**src/rtl/core/pcpc_pkg.sv**
```systemverilog
// Shared constants, types and helpers for the pixel context pattern counter.
package pcpc_pkg;

   localparam int MAX_WIDTH = 2048;
   localparam int CONTEXTS  = 16;

   localparam int COL_W  = $clog2(MAX_WIDTH);
   localparam int CTX_W  = $clog2(CONTEXTS);
   localparam int ROW_W  = 16;
   localparam int WREG_W = 12;
   localparam int CNT_W  = 32;
   localparam int CMD_W  = 2;
   localparam int PIX_W  = 8;
   localparam int CSR_DW = 16;
   localparam int CSR_AW = 1;

   // request tdata: gray [7:0], mask [15:8]
   localparam int REQ_DW = 2 * PIX_W;
   // response tdata: white [31:0], black [63:32], total [95:64]
   localparam int RSP_DW = 3 * CNT_W;

   localparam logic [CMD_W-1:0] CMD_PIXEL  = 2'd0;
   localparam logic [CMD_W-1:0] CMD_REPORT = 2'd1;
   localparam logic [CMD_W-1:0] CMD_CLEAR  = 2'd2;

   localparam logic [CSR_AW-1:0] REG_IMAGE_WIDTH  = 1'b0;
   localparam logic [CSR_AW-1:0] REG_IMAGE_HEIGHT = 1'b1;

   localparam int WIDTH_MIN    = 2;
   localparam int HEIGHT_MIN   = 3;
   localparam int WIDTH_RESET  = 640;
   localparam int HEIGHT_RESET = 480;

   localparam logic [PIX_W-1:0] WHITE_THRESH = 8'd127;
   localparam logic [PIX_W-1:0] MASK_FULL    = 8'd255;

   // Line store entry bits, one 3-bit entry per row slot
   localparam int LS_WHITE = 0;
   localparam int LS_FULL  = 1;
   localparam int LS_NZ    = 2;
   localparam int LS_EW    = 3;
   localparam int SLOTS    = 3;
   localparam int LS_WW    = SLOTS * LS_EW;

   localparam logic [CNT_W-1:0] CNT_SAT = '1;

   typedef struct packed {
      logic             pix_load;   // capture gray/mask of an accepted pixel
      logic             rd_next;    // line store read at column + 1
      logic             word_latch; // hold the column word
      logic             ctx_step;   // decide context, write line store, advance
      logic             cnt_update; // bump the selected counter
      logic             cnt_clear;  // zero counter entry idx and the total
      logic             rep_load;   // load the response register
      logic [CTX_W-1:0] idx;
   } dp_cmd_type;

   function automatic logic [CNT_W-1:0] sat_inc(input logic [CNT_W-1:0] v);
      sat_inc = (v == CNT_SAT) ? v : v + CNT_W'(1);
   endfunction

endpackage

```
**src/rtl/core/pcpc_ctrl.sv**
```systemverilog
// Controller: request decode and sequencing of pixel, report and clear work.
module pcpc_ctrl (
   input  logic                        clock,
   input  logic                        reset,
   input  logic                        req_tvalid,
   input  logic [pcpc_pkg::CMD_W-1:0]  req_tuser,
   output logic                        req_tready,
   output logic                        rsp_tvalid,
   input  logic                        rsp_tready,
   input  logic                        eligible,
   output pcpc_pkg::dp_cmd_type        cmd
);
   import pcpc_pkg::*;

   localparam logic [2:0] S_CLR      = 3'd0;
   localparam logic [2:0] S_IDLE     = 3'd1;
   localparam logic [2:0] S_RD1      = 3'd2;
   localparam logic [2:0] S_CTX      = 3'd3;
   localparam logic [2:0] S_CNT      = 3'd4;
   localparam logic [2:0] S_REP_RD   = 3'd5;
   localparam logic [2:0] S_REP_LD   = 3'd6;
   localparam logic [2:0] S_REP_WAIT = 3'd7;

   localparam logic [CTX_W-1:0] IDX_LAST = CTX_W'(CONTEXTS - 1);

   logic [2:0]       state_ff, state_in;
   logic [CTX_W-1:0] idx_ff, idx_in;

   always_comb begin
      state_in       = state_ff;
      idx_in         = idx_ff;
      req_tready     = 1'b0;
      rsp_tvalid     = 1'b0;
      cmd            = '0;
      cmd.idx        = idx_ff;
      unique case (state_ff)
         S_CLR: begin
            cmd.cnt_clear = 1'b1;
            if (idx_ff == IDX_LAST) begin
               idx_in   = '0;
               state_in = S_IDLE;
            end else begin
               idx_in = idx_ff + CTX_W'(1);
            end
         end
         S_IDLE: begin
            req_tready = 1'b1;
            if (req_tvalid) begin
               unique case (req_tuser)
                  CMD_PIXEL: begin
                     cmd.pix_load = 1'b1;
                     state_in     = S_RD1;
                  end
                  CMD_REPORT: begin
                     idx_in   = '0;
                     state_in = S_REP_RD;
                  end
                  CMD_CLEAR: begin
                     idx_in   = '0;
                     state_in = S_CLR;
                  end
                  default: begin
                  end
               endcase
            end
         end
         S_RD1: begin
            cmd.rd_next    = 1'b1;
            cmd.word_latch = 1'b1;
            state_in       = S_CTX;
         end
         S_CTX: begin
            cmd.ctx_step = 1'b1;
            state_in     = eligible ? S_CNT : S_IDLE;
         end
         S_CNT: begin
            cmd.cnt_update = 1'b1;
            state_in       = S_IDLE;
         end
         S_REP_RD: begin
            state_in = S_REP_LD;
         end
         S_REP_LD: begin
            cmd.rep_load = 1'b1;
            state_in     = S_REP_WAIT;
         end
         S_REP_WAIT: begin
            rsp_tvalid = 1'b1;
            if (rsp_tready) begin
               if (idx_ff == IDX_LAST) begin
                  idx_in   = '0;
                  state_in = S_IDLE;
               end else begin
                  idx_in   = idx_ff + CTX_W'(1);
                  state_in = S_REP_RD;
               end
            end
         end
         default: begin
            state_in = S_IDLE;
         end
      endcase
   end

   always_ff @(posedge clock) begin
      if (reset) begin
         state_ff <= S_CLR;
         idx_ff   <= '0;
      end else begin
         state_ff <= state_in;
         idx_ff   <= idx_in;
      end
   end

   a_no_overlap: assert property (@(posedge clock) disable iff (reset)
      !(req_tready && rsp_tvalid))
      else $error("request taken while a response is pending");

   a_cnt_after_ctx: assert property (@(posedge clock) disable iff (reset)
      state_ff == S_CNT |-> $past(state_ff) == S_CTX)
      else $error("counter update without a context decision");

   a_report_ends: assert property (@(posedge clock) disable iff (reset)
      (rsp_tvalid && rsp_tready && idx_ff == IDX_LAST) |=> state_ff == S_IDLE)
      else $error("report did not end after the last context");

   a_clear_ends: assert property (@(posedge clock) disable iff (reset)
      (state_ff == S_CLR && idx_ff == IDX_LAST) |=> state_ff == S_IDLE)
      else $error("clear pass did not end");

   a_single_write: assert property (@(posedge clock) disable iff (reset)
      !(cmd.cnt_clear && cmd.cnt_update))
      else $error("counter clear and update collide");

endmodule

```
**config.mk**
```make
export PLATFORM = sky130hd
export DESIGN_NAME = pcpc_ctrl
export DESIGN_NICKNAME = d
export VERILOG_FILES = /design/src/rtl/core/pcpc_pkg.sv /design/src/rtl/core/pcpc_ctrl.sv
export SDC_FILE = /design/constraint.sdc
export NUM_CORES = 1
export LEC_CHECK = 0
export BUFFER_PORTS_ARGS = -buffer_cell sky130_fd_sc_hd__buf_2
export CAP_MARGIN = 30
export CORE_AREA = 2 2 40 42
export DETAILED_ROUTE_END_ITERATION = 7
export DIE_AREA = 0 0 42 44
export GPL_TIMING_DRIVEN = 0
export PLACE_DENSITY_LB_ADDON = 0.05
export SLEW_MARGIN = 20
export SYNTH_ARGS = -nofsm -noshare
export SYNTH_HDL_FRONTEND = slang
export SYNTH_SLANG_ARGS = --single-unit
export TNS_END_PERCENT = 1
```
**constraint.sdc**
```tcl
create_clock -name clock -period 3.6 [get_ports clock]
set_clock_uncertainty 0.05 [all_clocks]
set_input_delay 0.36 -clock clock [delete_from_list [all_inputs] [get_ports clock]]
set_output_delay 0.36 -clock clock [all_outputs]
set_load 0.005 [all_outputs]
```
==> out/metrics.yaml <==
run_status:
  outcome: "finished clean"
sta:
  setup_viol: 0
  hold_violations: 0
  max_freq_ghz: 0.549
  tightest_slew_ns: 0.431
  slew_viol_final: 0
  min_period_over_period: 0.506
  fin_setup_tns_ns: 0
  hold_slack_ns: 0.315
  slew_headroom: 0.711
  rsz0062_at_grt: "false"
  setup_ws_ns: 1.78
  fin_crit_ns: 1.82
layout:
  post-route-util: 0.480
  stdcell_count: 104
  syn2layout_area_growth_pct: 26.2
  diodes: 0
  fin_area_sq_um: 681
  fin_nets: 100
  final_layout_size_suffix_gt1_frac: 0.330
clock_tree:
  worstSkewPairLatency_ns: 0.25
  root_buffer: "clkbuf_4"
  cts_made_buffers: 3
  cts_setup_buffers: 0
  clk_pin_slew_worst_paths_ns: 0.05
  post_cts_resized: 0
  clkSinkCount: 7
  ctsLongestPathBuffers: 2
  holdBufCountCts: 0
  h-tree-depth: 1
  cts_tree: "yes"
synth:
  synth_area_per_cell_sq_um: 8.30
  syn_inst: 65
  ys_seq_area_frac: 0.260
  synth_top_area_cell: "dfxtp_1"
  ys_ff_latch: 7
  yosysWarnings: 0
  yosys-top-cells-area: "dfxtp_1 26%, ha_1 9.3%, a21oi_1 6.5%"
  syn_nets: 76
  synthDistinctLibCells: 29
  synth_top_area_share: 0.260
  synth_area_sq_um: 539
worst_setup_path:
  end_kind: "primary output"
  critPathKind: "reg -> out"
  path_buf_inv: 3
  cp_slowest_cell: "dfxtp_1"
  crit_path_start_kind: "register"
  crit_family: "flip-flops"
  worst_ep_required_time_ns: 3.19
  cpMostUsedCell: "buf_4"
  crit_chain: "buf_4 > nor3b_1 > buf_4 > buf_2"
  slowest_delay_ns: 0.46
  crit_path_max_fanout: 10
  worstPathArrival_ns: 1.41
detailed_routing:
  antenna_left: 0
  routed_wl_um: 1250
  vias: 559
  drc_errors: 0
  drt_iter0_markers: 8
  dr.pass1.iters: 4
  wire_per_inst_um: 12.0
  viasPerCell: 5.38
power:
  ir_worst_vdd_uv: 215
  p_leak_nw: 0.359
  p_total_mw: 0.177
  cellPowerDensity_nw_per_um2: 259
min_path:
  hold_path.class: "in -> reg"
die:
  io_pins: 20
  die_x_um: 42
  dieArea_sq_um: 1850
  core_sq_um: 1420
  fp.dieH_um: 44
  start_util: 0.380
  rows: 14
global_routing:
  use_met1: 0.192
  grt_pass1_vias: 459
  grt_pass1_wl_um: 2010
  grt_usage: 0.146
  grt_use_met3: 0.0750
  overflow: 0
  grt_use_met2: 0.219
  grt_max_degree: 11
  grt_antenna_before_repair: 0
  top_usage_layer: "met2"
run:
  cap_violations: 0
placed_design:
  routabilityCongestion: 0.757
  placedInstanceArea_sq_um: 654
  numPortBuffers: 19
  post-place-ws_ns: 1.81
  placedCellCount: 100
  dp_hpwl_um: 956
==> cell usage in the layout (no fill, tap or decap), drive strengths merged, types with 2 or more instances in the layout <==
master,n
nor2,3
a21oi,7
nand3,3
o21ai,2
ha,4
nor3,3
nand2,2
mux2i,2
nor3b,5
dfxtp,7
and3,3
clkbuf,4
buf,23
inv,6
==> cell type report <==
cell class	count	area, sq um
Timing Repair Buffer	19	95.1
Sequential cell	7	140
Inverter	6	22.5
Buffer	4	27.5
Tap cell	16	20.0
Clock buffer	4	26.3
Fill cell	163	738
Multi-Input combinational cell	48	349
==> sequential cells by signal, summed over array words and instances (netlist names) <==
signal	flops
idx_ff	4
state_ff	3
==> worst paths after layout <==
check,cells after the start,endpoint,startpoint,slack (ns)
min,2,state_ff[2],rsp_tready,0.31
min reg2reg,2,idx_ff[2],idx_ff[2],0.51
max reg2reg,4,idx_ff[3],state_ff[2],2.19
max,4,cmd[9],state_ff[1],1.78
==> synthesized netlist by cell type (all sizes together) <==
library cell	instances
o311ai	1
a22oi	1
o32ai	1
mux2i	2
nor3	3
a2bb2oi	1
nand4	1
o221a	1
nor4	1
dfxtp	7
nand3b	1
a32o	1
nor2	3
a21boi	1
o211a	1
a21oi	7
o21ai	2
nand2	2
o31ai	1
nor3b	5
buf	4
nor2b	1
nand3	3
ha	4
inv	6
and3	3
nand2b	1
==> power by group <==
part / internal [mW] / total (mW) / switching, mW
Clock: 0.0423 / 0.0709 / 0.0286
Combinational: 0.0108 / 0.0220 / 0.0111
Sequential: 0.0806 / 0.0837 / 0.00311
==> layer usage <==
metal / share of wire / vias up
met4: 0 / 0
met5: 0 / -
li1: - / 290
met1: 0.48 / 252
met2: 0.46 / 17
met3: 0.061 / 0
==> kinds of logic (layout without fill, tap and decap cells) <==
family	count (synthesis)	count (layout)	synth area share
AO/OA/AOI/OAI	18	18	0.241
adder cells (fa/ha/maj)	4	4	0.0928
buffers and inverters	10	33	0.0928
flip-flops	7	7	0.260
multiplexers	2	2	0.0371
AND/OR/NAND/NOR	24	24	0.276
Note: power is estimated with default switching activity, not from simulation.
